$ cat src/rtl/skt_pkg.sv
// Package for the sorted key table: field widths, operation and status codes,
// and the structs passed between the top level and the table cells.
// Depends on nothing.
package skt_pkg;

    localparam int CAPACITY_DEF = 16;
    localparam int KEY_W        = 16;
    localparam int PAY_W        = 32;
    localparam int COUNT_W      = 5;
    localparam int STATUS_W     = 2;

    // Operation codes of an input transaction.
    localparam logic OP_ADD  = 1'b0;
    localparam logic OP_FIND = 1'b1;

    // Status codes of a result transaction.
    localparam logic [STATUS_W-1:0] ST_ADDED = 2'd0;
    localparam logic [STATUS_W-1:0] ST_FULL  = 2'd1;
    localparam logic [STATUS_W-1:0] ST_FOUND = 2'd2;
    localparam logic [STATUS_W-1:0] ST_MISS  = 2'd3;

    // Insert request broadcast to every cell.
    typedef struct packed {
        logic             en;
        logic [KEY_W-1:0] key;
        logic [PAY_W-1:0] pay;
    } skt_ins_t;

    // What a cell shows to its right-hand neighbor.
    typedef struct packed {
        logic             vld;
        logic             gt;
        logic [KEY_W-1:0] key;
        logic [PAY_W-1:0] pay;
    } skt_nbr_t;

    // Search token that walks down the chain one cell per cycle.
    typedef struct packed {
        logic             vld;
        logic [KEY_W-1:0] key;
        logic             hit;
        logic [PAY_W-1:0] pay;
    } skt_srch_t;

endpackage

$ cat src/rtl/skt_ifs.sv
// Valid/ready channel interfaces for the sorted key table.
// Depends on skt_pkg for the field widths.
interface skt_req_if;
    import skt_pkg::*;
    logic             valid;
    logic             ready;
    logic             opcode;
    logic [KEY_W-1:0] key;
    logic [PAY_W-1:0] payload;

    modport source (output valid, output opcode, output key, output payload, input ready);
    modport sink   (input valid, input opcode, input key, input payload, output ready);
endinterface

interface skt_rsp_if;
    import skt_pkg::*;
    logic                valid;
    logic                ready;
    logic [STATUS_W-1:0] status;
    logic [PAY_W-1:0]    found_payload;
    logic [COUNT_W-1:0]  entry_count;

    modport source (output valid, output status, output found_payload, output entry_count,
                    input ready);
    modport sink   (input valid, input status, input found_payload, input entry_count,
                    output ready);
endinterface

$ cat src/rtl/skt_cell.sv
// One cell of the sorted table: holds one entry, shifts it right on insert,
// and carries one stage of the search token.
// Depends on skt_pkg.
module skt_cell
    import skt_pkg::*;
(
    input  logic      clk,
    input  logic      rst_n,
    input  skt_ins_t  ins,
    input  logic      self_vld,
    input  skt_nbr_t  left,
    output skt_nbr_t  right,
    input  skt_srch_t srch_in,
    output skt_srch_t srch_out
);

    logic [KEY_W-1:0] key_reg;
    logic [PAY_W-1:0] pay_reg;
    logic             gt;
    logic             moves;
    skt_srch_t        srch_reg;
    skt_srch_t        srch_next;
    logic             match;

    // This entry must make room when its key is above the new key. The first
    // empty cell takes whatever arrives from the left or the new entry.
    assign gt    = self_vld && (key_reg > ins.key);
    assign moves = ins.en && (gt || (!self_vld && left.vld));

    // Entry storage: take the left neighbor's entry if it also shifts,
    // otherwise the new entry lands here.
    always_ff @(posedge clk)
    begin
        if (moves)
        begin
            if (left.gt)
            begin
                key_reg <= left.key;
                pay_reg <= left.pay;
            end
            else
            begin
                key_reg <= ins.key;
                pay_reg <= ins.pay;
            end
        end
    end

    assign right.vld = self_vld;
    assign right.gt  = gt;
    assign right.key = key_reg;
    assign right.pay = pay_reg;

    // Search stage: a later match overrides an earlier one.
    assign match = srch_in.vld && self_vld && (key_reg == srch_in.key);

    always_comb
    begin
        srch_next     = srch_in;
        srch_next.hit = srch_in.hit || match;
        if (match)
        begin
            srch_next.pay = pay_reg;
        end
    end

    always_ff @(posedge clk or negedge rst_n)
    begin
        if (!rst_n)
        begin
            srch_reg <= '0;
        end
        else
        begin
            srch_reg <= srch_next;
        end
    end

    assign srch_out = srch_reg;

endmodule

$ cat src/rtl/sorted_key_table_insert_find.sv
// Top level of the sorted key table: a chain of entry cells, the fill count,
// the search launch stage and the result register.
// Depends on skt_pkg, skt_ifs and skt_cell.
//
//   Channel | Dir | Carries                               | Handshake
//   req     | in  | opcode, key, payload                  | valid/ready
//   rsp     | out | status, found_payload, entry_count    | valid/ready
//
// On an add, every cell decides in parallel whether to shift its entry right
// or take the new one, and the result is ready the next cycle.
// A find walks a token down the chain one cell per cycle; its result is
// registered once the token leaves the last cell, and req is not ready meanwhile.
// Reset empties the table at once. A result held by a stalled rsp blocks req.
module sorted_key_table_insert_find
    import skt_pkg::*;
#(
    parameter int CAPACITY = CAPACITY_DEF
)
(
    input logic      clk,
    input logic      rst_n,
    skt_req_if.sink  req,
    skt_rsp_if.source rsp
);

    localparam int FILL_W = $clog2(CAPACITY + 1);

    logic [FILL_W-1:0]          fill_count_reg;
    logic [FILL_W-1:0]          fill_count_next;
    logic                       busy_reg;
    logic                       busy_next;
    skt_srch_t                  launch_reg;
    skt_srch_t                  launch_next;
    logic                       rsp_vld_reg;
    logic                       rsp_vld_next;
    logic [STATUS_W-1:0]        status_reg;
    logic [STATUS_W-1:0]        status_next;
    logic [PAY_W-1:0]           found_reg;
    logic [PAY_W-1:0]           found_next;
    logic [COUNT_W-1:0]         count_reg;
    logic [COUNT_W-1:0]         count_next;
    logic [FILL_W+COUNT_W-1:0]  count_ext;
    logic                       accept;
    logic                       full;
    skt_ins_t                   ins;
    skt_nbr_t                   nbr  [CAPACITY];
    skt_srch_t                  srch [CAPACITY];
    skt_srch_t                  done_tok;

    localparam skt_nbr_t LEFT_EDGE = '{vld: 1'b1, gt: 1'b0, key: '0, pay: '0};

    // Handshake and insert request.
    assign req.ready = !busy_reg && (!rsp_vld_reg || rsp.ready);
    assign accept    = req.valid && req.ready;
    assign full      = (fill_count_reg == FILL_W'(CAPACITY));

    assign ins.en  = accept && (req.opcode == OP_ADD) && !full;
    assign ins.key = req.key;
    assign ins.pay = req.payload;

    // Chain of cells; cell i holds an entry while i is below the fill count.
    for (genvar i = 0; i < CAPACITY; i++)
    begin : g_cell
        if (i == 0)
        begin : g_first
            skt_cell u_cell (
                .clk      (clk),
                .rst_n    (rst_n),
                .ins      (ins),
                .self_vld (fill_count_reg > FILL_W'(i)),
                .left     (LEFT_EDGE),
                .right    (nbr[i]),
                .srch_in  (launch_reg),
                .srch_out (srch[i])
            );
        end
        else
        begin : g_rest
            skt_cell u_cell (
                .clk      (clk),
                .rst_n    (rst_n),
                .ins      (ins),
                .self_vld (fill_count_reg > FILL_W'(i)),
                .left     (nbr[i-1]),
                .right    (nbr[i]),
                .srch_in  (srch[i-1]),
                .srch_out (srch[i])
            );
        end
    end

    assign done_tok = srch[CAPACITY-1];

    // Fill count, busy flag, search launch and result register.
    always_comb
    begin
        fill_count_next = fill_count_reg;
        busy_next       = busy_reg;
        launch_next     = '{vld: 1'b0, key: req.key, hit: 1'b0, pay: '0};
        rsp_vld_next    = rsp_vld_reg && !rsp.ready;
        status_next     = status_reg;
        found_next      = found_reg;
        if (ins.en)
        begin
            fill_count_next = fill_count_reg + FILL_W'(1);
        end
        count_ext  = {{COUNT_W{1'b0}}, fill_count_next};
        count_next = count_ext[COUNT_W-1:0];
        priority if (accept && (req.opcode == OP_ADD))
        begin
            rsp_vld_next = 1'b1;
            status_next  = full ? ST_FULL : ST_ADDED;
            found_next   = '0;
        end
        else if (accept)
        begin
            busy_next       = 1'b1;
            launch_next.vld = 1'b1;
        end
        else if (done_tok.vld)
        begin
            busy_next    = 1'b0;
            rsp_vld_next = 1'b1;
            status_next  = done_tok.hit ? ST_FOUND : ST_MISS;
            found_next   = done_tok.hit ? done_tok.pay : '0;
        end
        else
        begin
            count_next = count_reg;
        end
        if (!(accept || done_tok.vld))
        begin
            count_next = count_reg;
        end
    end

    always_ff @(posedge clk or negedge rst_n)
    begin
        if (!rst_n)
        begin
            fill_count_reg <= '0;
            busy_reg       <= 1'b0;
            launch_reg     <= '0;
            rsp_vld_reg    <= 1'b0;
        end
        else
        begin
            fill_count_reg <= fill_count_next;
            busy_reg       <= busy_next;
            launch_reg     <= launch_next;
            rsp_vld_reg    <= rsp_vld_next;
        end
    end

    always_ff @(posedge clk)
    begin
        status_reg     <= status_next;
        found_reg      <= found_next;
        count_reg      <= count_next;
    end

    assign rsp.valid         = rsp_vld_reg;
    assign rsp.status        = status_reg;
    assign rsp.found_payload = found_reg;
    assign rsp.entry_count   = count_reg;

endmodule

$ cat src/flat_wrapper.sv
// flat-port wrapper written by rule: the top's interface ports become plain ports
module sorted_key_table_insert_find_flat import skt_pkg::*;
#(
    parameter int CAPACITY = CAPACITY_DEF
)
  (clk, rst_n, req_valid, req_opcode, req_key, req_payload, req_ready, rsp_valid, rsp_status, rsp_found_payload, rsp_entry_count, rsp_ready);
  skt_req_if req_i ();
  skt_rsp_if rsp_i ();
  input logic clk;
  input logic rst_n;
  input wire logic [$bits(req_i.valid)-1:0] req_valid;
  input wire logic [$bits(req_i.opcode)-1:0] req_opcode;
  input wire logic [$bits(req_i.key)-1:0] req_key;
  input wire logic [$bits(req_i.payload)-1:0] req_payload;
  output wire logic [$bits(req_i.ready)-1:0] req_ready;
  output wire logic [$bits(rsp_i.valid)-1:0] rsp_valid;
  output wire logic [$bits(rsp_i.status)-1:0] rsp_status;
  output wire logic [$bits(rsp_i.found_payload)-1:0] rsp_found_payload;
  output wire logic [$bits(rsp_i.entry_count)-1:0] rsp_entry_count;
  input wire logic [$bits(rsp_i.ready)-1:0] rsp_ready;
  assign req_i.valid = req_valid;
  assign req_i.opcode = req_opcode;
  assign req_i.key = req_key;
  assign req_i.payload = req_payload;
  assign req_ready = req_i.ready;
  assign rsp_valid = rsp_i.valid;
  assign rsp_status = rsp_i.status;
  assign rsp_found_payload = rsp_i.found_payload;
  assign rsp_entry_count = rsp_i.entry_count;
  assign rsp_i.ready = rsp_ready;
  sorted_key_table_insert_find #(.CAPACITY(CAPACITY)) u_core (.clk(clk), .rst_n(rst_n), .req(req_i), .rsp(rsp_i));
endmodule
$ cat config.mk
export PLATFORM = sky130hd
export DESIGN_NAME = sorted_key_table_insert_find_flat
export DESIGN_NICKNAME = d
export VERILOG_FILES = /design/src/rtl/skt_pkg.sv /design/src/rtl/skt_ifs.sv /design/src/rtl/skt_cell.sv /design/src/rtl/sorted_key_table_insert_find.sv /design/src/flat_wrapper.sv
export SDC_FILE = /design/constraint.sdc
export NUM_CORES = 2
export LEC_CHECK = 0
export ABC_AREA = 1
export BUFFER_PORTS_ARGS = -buffer_cell sky130_fd_sc_hd__buf_2
export CAP_MARGIN = 20
export CORE_UTILIZATION = 45
export DETAILED_ROUTE_END_ITERATION = 10
export SLEW_MARGIN = 20
export SYNTH_ARGS = -nofsm -noshare
export SYNTH_HDL_FRONTEND = slang
export SYNTH_HIERARCHICAL = 1
export SYNTH_SLANG_ARGS = --single-unit
$ cat constraint.sdc
create_clock -name clk -period 4.6 [get_ports clk]
set_input_delay 0.46 -clock clk [delete_from_list [all_inputs] [get_ports clk]]
set_output_delay 0.46 -clock clk [all_outputs]
set_load 0.02 [all_outputs]
# --- Yosys cells after proc, flatten, opt, wreduce, memory -nomap -nowiden ---
# Index checks and enable logic that the tools add are counted.
op_classes:
  n_addsub: 1
  n_lt_le_gt_ge: 32
  n_eq_ne: 18
  n_mux: 63
  n_bitwise: 3
  reduce_logical: 144
op_table:
  columns: ["operator", "count"]
  rows:
  - ["32-bit two-way mux", 32]
  - ["16-bit equality test", 16]
  - ["16-bit > comparator", 16]
  - ["16-bit two-way mux", 15]
  - ["1-bit logical AND", 84]
  - ["5-bit by 4-bit > comparator with 1-bit output (second input constant)", 8]
  - ["1-bit logical OR", 33]
  - ["5-bit by 3-bit > comparator with 1-bit output (second input constant)", 4]
  - ["1-bit zero test", 20]
  - ["5-bit two-way mux", 4]
  - ["5-bit by 1-bit > comparator with 1-bit output (second input constant)", 2]
  - ["5-bit by 2-bit > comparator with 1-bit output (second input constant)", 2]
  - ["1-bit two-way mux", 9]
  - ["2-bit AND reduction", 4]
  - ["2-bit two-way mux", 3]
  - ["5-bit by 1-bit adder with 5-bit output (second input constant)", 1]
  - ["5-bit equality test (second input constant)", 1]
  - ["2-bit nonzero test", 2]
  - ["1-bit inverter", 3]
  - ["3-bit nonzero test", 1]
  - ["2-bit != test (second input constant)", 1]
totals:
  reg_bits: 1615
  inputBits: 53
  output_inout_bits: 41
  elab_cells: 364

# --- Longest topological paths before layout ---
depth:
  depth_word: 10
  ltp_mapped: 18
  ltp_nobuf: 15

# --- Cells and area by module ---
# Netlist, hierarchy kept.
by_module_without_submodules:
  columns: ["mod", "n_inst", "cells_per_inst", "area_per_inst_um2", "seq_area_each_um2"]
  rows:
  - ["skt_cell at u_core.g_cell[0].g_first.u_cell ...", 10, 410, 4508.1, 2692.6]
  - ["skt_cell at u_core.g_cell[4].g_rest.u_cell ...", 6, 411, 4511.8, 2692.6]
  - ["sorted_key_table_insert_find", 1, 314, 2633.8, 1451.4]

# --- Worst setup path before layout ---
# No wires, ideal clock.
synth_path:
  path_kind: "register -> register"
  startpoint: "register u_core.fill_count_reg[0]"
  endpoint: "register u_core.g_cell[15].g_rest.u_cell.key_reg[0], enable pin"
  setup_time_ns: 0.470
  arrival_time_ns: 3.862
  required_time_ns: 4.130
  slack_ns: 0.269
  path_stages_with_launch: 10
  n_path_buf: 0
  synth_period_minus_slack_ns: 4.331
  cell_sequence: "dfrtp_1 ha_1 inv_1 nor2_1 ha_1 a211oi_1 inv_1 nor2_1 nand2_1 a21oi_1"
synth_via:
  elab_chain_len: 5
  elab_cells_between_ends: 10
  cone_classes: "order compare: 2; eq/ne: 1; reduce/logical: 7"
synth_rtl:
  columns: ["element", "line_no", "source"]
  rows:
  - ["from (decl)", "sorted_key_table_insert_find.sv:28", "logic [FILL_W-1:0] fill_count_reg;"]
  - ["from (signal assigned)", "sorted_key_table_insert_find.sv:148", "fill_count_reg <= fill_count_next;"]
  - ["5-bit by 4-bit > comparator with 1-bit output", "sorted_key_table_insert_find.sv:83", ".self_vld (fill_count_reg > FILL_W'(i)),"]
  - ["1-bit zero test", "skt_cell.sv:28", "assign moves = ins.en && (gt || (!self_vld && left.vld));"]
  - ["1-bit logical AND", "skt_cell.sv:28", null]
  - ["1-bit logical OR", "skt_cell.sv:28", null]
  - ["1-bit logical AND *", "skt_cell.sv:28", null]
  - ["net u_core.g_cell[15].g_rest.u_cell.moves", "skt_cell.sv:20", "logic moves;"]
  - ["to (signal assigned)", "skt_cell.sv:38", "key_reg <= left.key;"]
  - ["to (signal assigned)", "skt_cell.sv:43", "key_reg <= ins.key;"]
  - ["to (decl)", "skt_cell.sv:17", "logic [KEY_W-1:0] key_reg;"]
# The timed path passes the listed nets; every way through them passes the cells marked *.
# A chain may end at the register's enable or synchronous reset.

==> impl_metrics.json <==
{
  "combinational_share_of_power_pct": 4.8,
  "cp_data_required_time_ns": 5.13,
  "finalSetupViolCount": 0,
  "status": "completed",
  "grt_max_degree": 133,
  "net-switching-power_mw": 6.60,
  "number_of_design_rule_violations_left_after_detail_routing": 0,
  "worst_ep_arrival_time_ns": 4.02,
  "global_route.usage.total_pct": 19.7,
  "routedWlPerCell_um": 17.5,
  "tritoncts": "built",
  "ctsResizeCount": 0,
  "initial_core_utilization_pct": 45.5,
  "cap_violations": 0,
  "clk-insertion-delay-late_ns": 0.79,
  "top_usage_layer": "met2",
  "r2r_cells": 9,
  "finalWorstPathRequiredPeriod_ns": 3.49,
  "max_ffs_per_register": 734,
  "die_w_um": 409,
  "relSlewSlack_pct": 38.7,
  "reg2reg_setup_slack_ns": 1.11,
  "ctsRootBufferMaster": "clkbuf_16",
  "fin_crit_sh_pct": 75.8,
  "first_global_vias": 47800,
  "io_pins": 94,
  "syn_area_mm2": 0.0744,
  "critical_path.reg2reg.startpoint": "u_core/fill_count_reg[4]",
  "worstHoldPathType": "in -> reg",
  "timing_worst_setup_path_type": "reg -> reg",
  "post_route_cells_drive_above_1_share_pct": 15.0,
  "worst_hold_startpoint": "req_key[7]",
  "layout.core_utilization_pct": 50.2,
  "grt_setup_unrepaired": "false",
  "p_clk_share_pct": 43.7,
  "critPathCaptureType": "register",
  "grt-ovfl-total": 0,
  "met1_layer_usage_reported_by_global_route_pct": 27.3,
  "p_int_mw": 23.8,
  "cts_hold_buffers": 3,
  "use_met2_pct": 32.1,
  "worst-path-max-fanout": 63,
  "globalRouteMet3Util_pct": 2.65,
  "fin_nets": 7270,
  "ys_warn_count": 6,
  "cts_sinks": 1615,
  "postRouteWirelength_mm": 162,
  "drtAntennaViolNets": 0,
  "row_count": 148,
  "io_buffer_count": 93,
  "report.final.hold_viol_count": 0,
  "drt_first_pass_iters": 6,
  "tightestPinTransition_ns": 0.919,
  "hold_path_end": "u_core/launch_reg[40]",
  "seq_power_share_pct": 51.6,
  "clock_tree.buffer_depth": 3,
  "flow.area_growth_from_synthesis_pct": 10.3,
  "reg_to_reg_critical_path_endpoint": "u_core/g_cell[3].g_rest.u_cell/pay_reg[6]",
  "numCtsBuffers": 167,
  "post_drt_via_cell_ratio": 5.03,
  "die-height_um": 409,
  "clock_tree.htree_level_count": 4,
  "worstSetupStartpointType": "register",
  "synthesis.area_per_instance_um2": 10.8,
  "power.switching_fraction_pct": 21.7,
  "total_power_mw": 30.4,
  "synth_cells": 6861,
  "grt_first_pass_wirelength_mm": 265,
  "power.ir.vdd_worst_mv": 0.416,
  "clkTransAtPathRegs_ns": 0.06,
  "gpl_congestion": 0.860,
  "static-leakage-power_nw": 35.4,
  "drt_iter0_drcs": 3029,
  "dpl.hpwl_mm": 121,
  "min_delay_path_depth": 1,
  "route.vias.total": 46600,
  "cts.repair_timing.setup_buffer_count": 0,
  "floorplan.core_area_mm2": 0.163,
  "totalNegativeSetupSlack_ns": 0,
  "pins_over_their_slew_limit": 0,
  "antenna_violations_before_repair": 0,
  "fin_worst_skew_ns": 0.0177,
  "p_per_area_mw_per_mm2": 370,
  "dieArea_mm2": 0.167,
  "fillerInstances": 14700,
  "clock.fmax_mhz": 287
}
## cells in the final DEF, fill, tap and decap left out, types with 17 or more instances in the layout
cell type / count
clkbuf_16: 173
o21ai_0: 260
buf_2: 92
nand2_1: 1962
o22ai_1: 49
clkbuf_1: 69
buf_4: 96
a21oi_1: 113
xnor2_1: 32
o21ai_1: 67
nor2_2: 17
clkbuf_8: 25
xor2_1: 49
nor2_1: 222
inv_1: 589
conb_1: 83
edfxtp_1: 775
nand3_1: 80
ha_1: 261
dfxtp_1: 32
dfrtp_1: 808
nand3_4: 17
clkinv_2: 23
nand4_1: 541
mux2_2: 528
## layer usage
layer  share of wire (%)  vias up
met4                 2.6        0
met5                   0        -
met2                  46      839
met3                 3.6      236
met1                  47    22000
li1                    -    23500
## worst max path at each step
stage / from / end / slack, ns
finish: u_core/fill_count_reg[4] / u_core/g_cell[3].g_rest.u_cell/pay_reg[6] / 1.11
global placement: req_key[15] / u_core/g_cell[14].g_rest.u_cell/pay_reg[17] / 1.10
floorplan: u_core/fill_count_reg[0] / u_core/g_cell[8].g_rest.u_cell/key_reg[0] / 0.35
CTS: u_core/fill_count_reg[0] / u_core/g_cell[3].g_rest.u_cell/pay_reg[6] / 1.22
detailed placement: req_key[15] / u_core/g_cell[14].g_rest.u_cell/pay_reg[20] / 1.07
global route: u_core/fill_count_reg[1] / u_core/g_cell[2].g_rest.u_cell/key_reg[8] / 0.89
## critical path: stages, from the launching register on
cell and delay [ns]:
dfrtp_1 0.45, inv_1 0.18, nand2_1 0.26, nor2_1 0.28
o21ai_1 0.36, inv_1 0.18, nor2_1 0.06, nand2_1 0.14
clkinv_2 0.71, mux2_2 0.57
## power groups by stage
| stage | clock network [mW] | registers [mW] | logic [mW] |
|---|---|---|---|
| floorplan | 0 | 15.9 | 0.896 |
| global placement | 0 | 15.9 | 1.41 |
| detailed placement | 0 | 15.9 | 1.44 |
| CTS | 13.6 | 15.7 | 1.46 |
| global route | 14.2 | 15.7 | 1.67 |
| finish | 13.3 | 15.7 | 1.45 |
## cell type report
type | instances | area (um^2) | share of cell area [%]
Antenna cell | 1 | 2.50 | 0.00305
Clock buffer | 267 | 4930 | 6.01
Clock inverter | 46 | 473 | 0.577
Inverter | 606 | 2280 | 2.78
Multi-Input combinational cell | 4367 | 26100 | 31.8
Sequential cell | 1615 | 44100 | 53.8
Tap cell | 2175 | 2720 | 3.32
Timing Repair Buffer | 199 | 1360 | 1.66
## per-stage QoR
step                      cell area (um^2)  instances  worst slack [ns]  hold WS, ns
after floorplan                      74700       6942             0.352        0.164
after global placement               76600       8958              1.10        0.359
after detailed placement             76600       8958              1.07        0.360
after CTS                            82000       9274              1.22      0.00523
after global routing                 82000       9275             0.895       0.0338
final                                82000       9276              1.11       0.0537
Note: power is estimated with default switching activity, not from simulation.
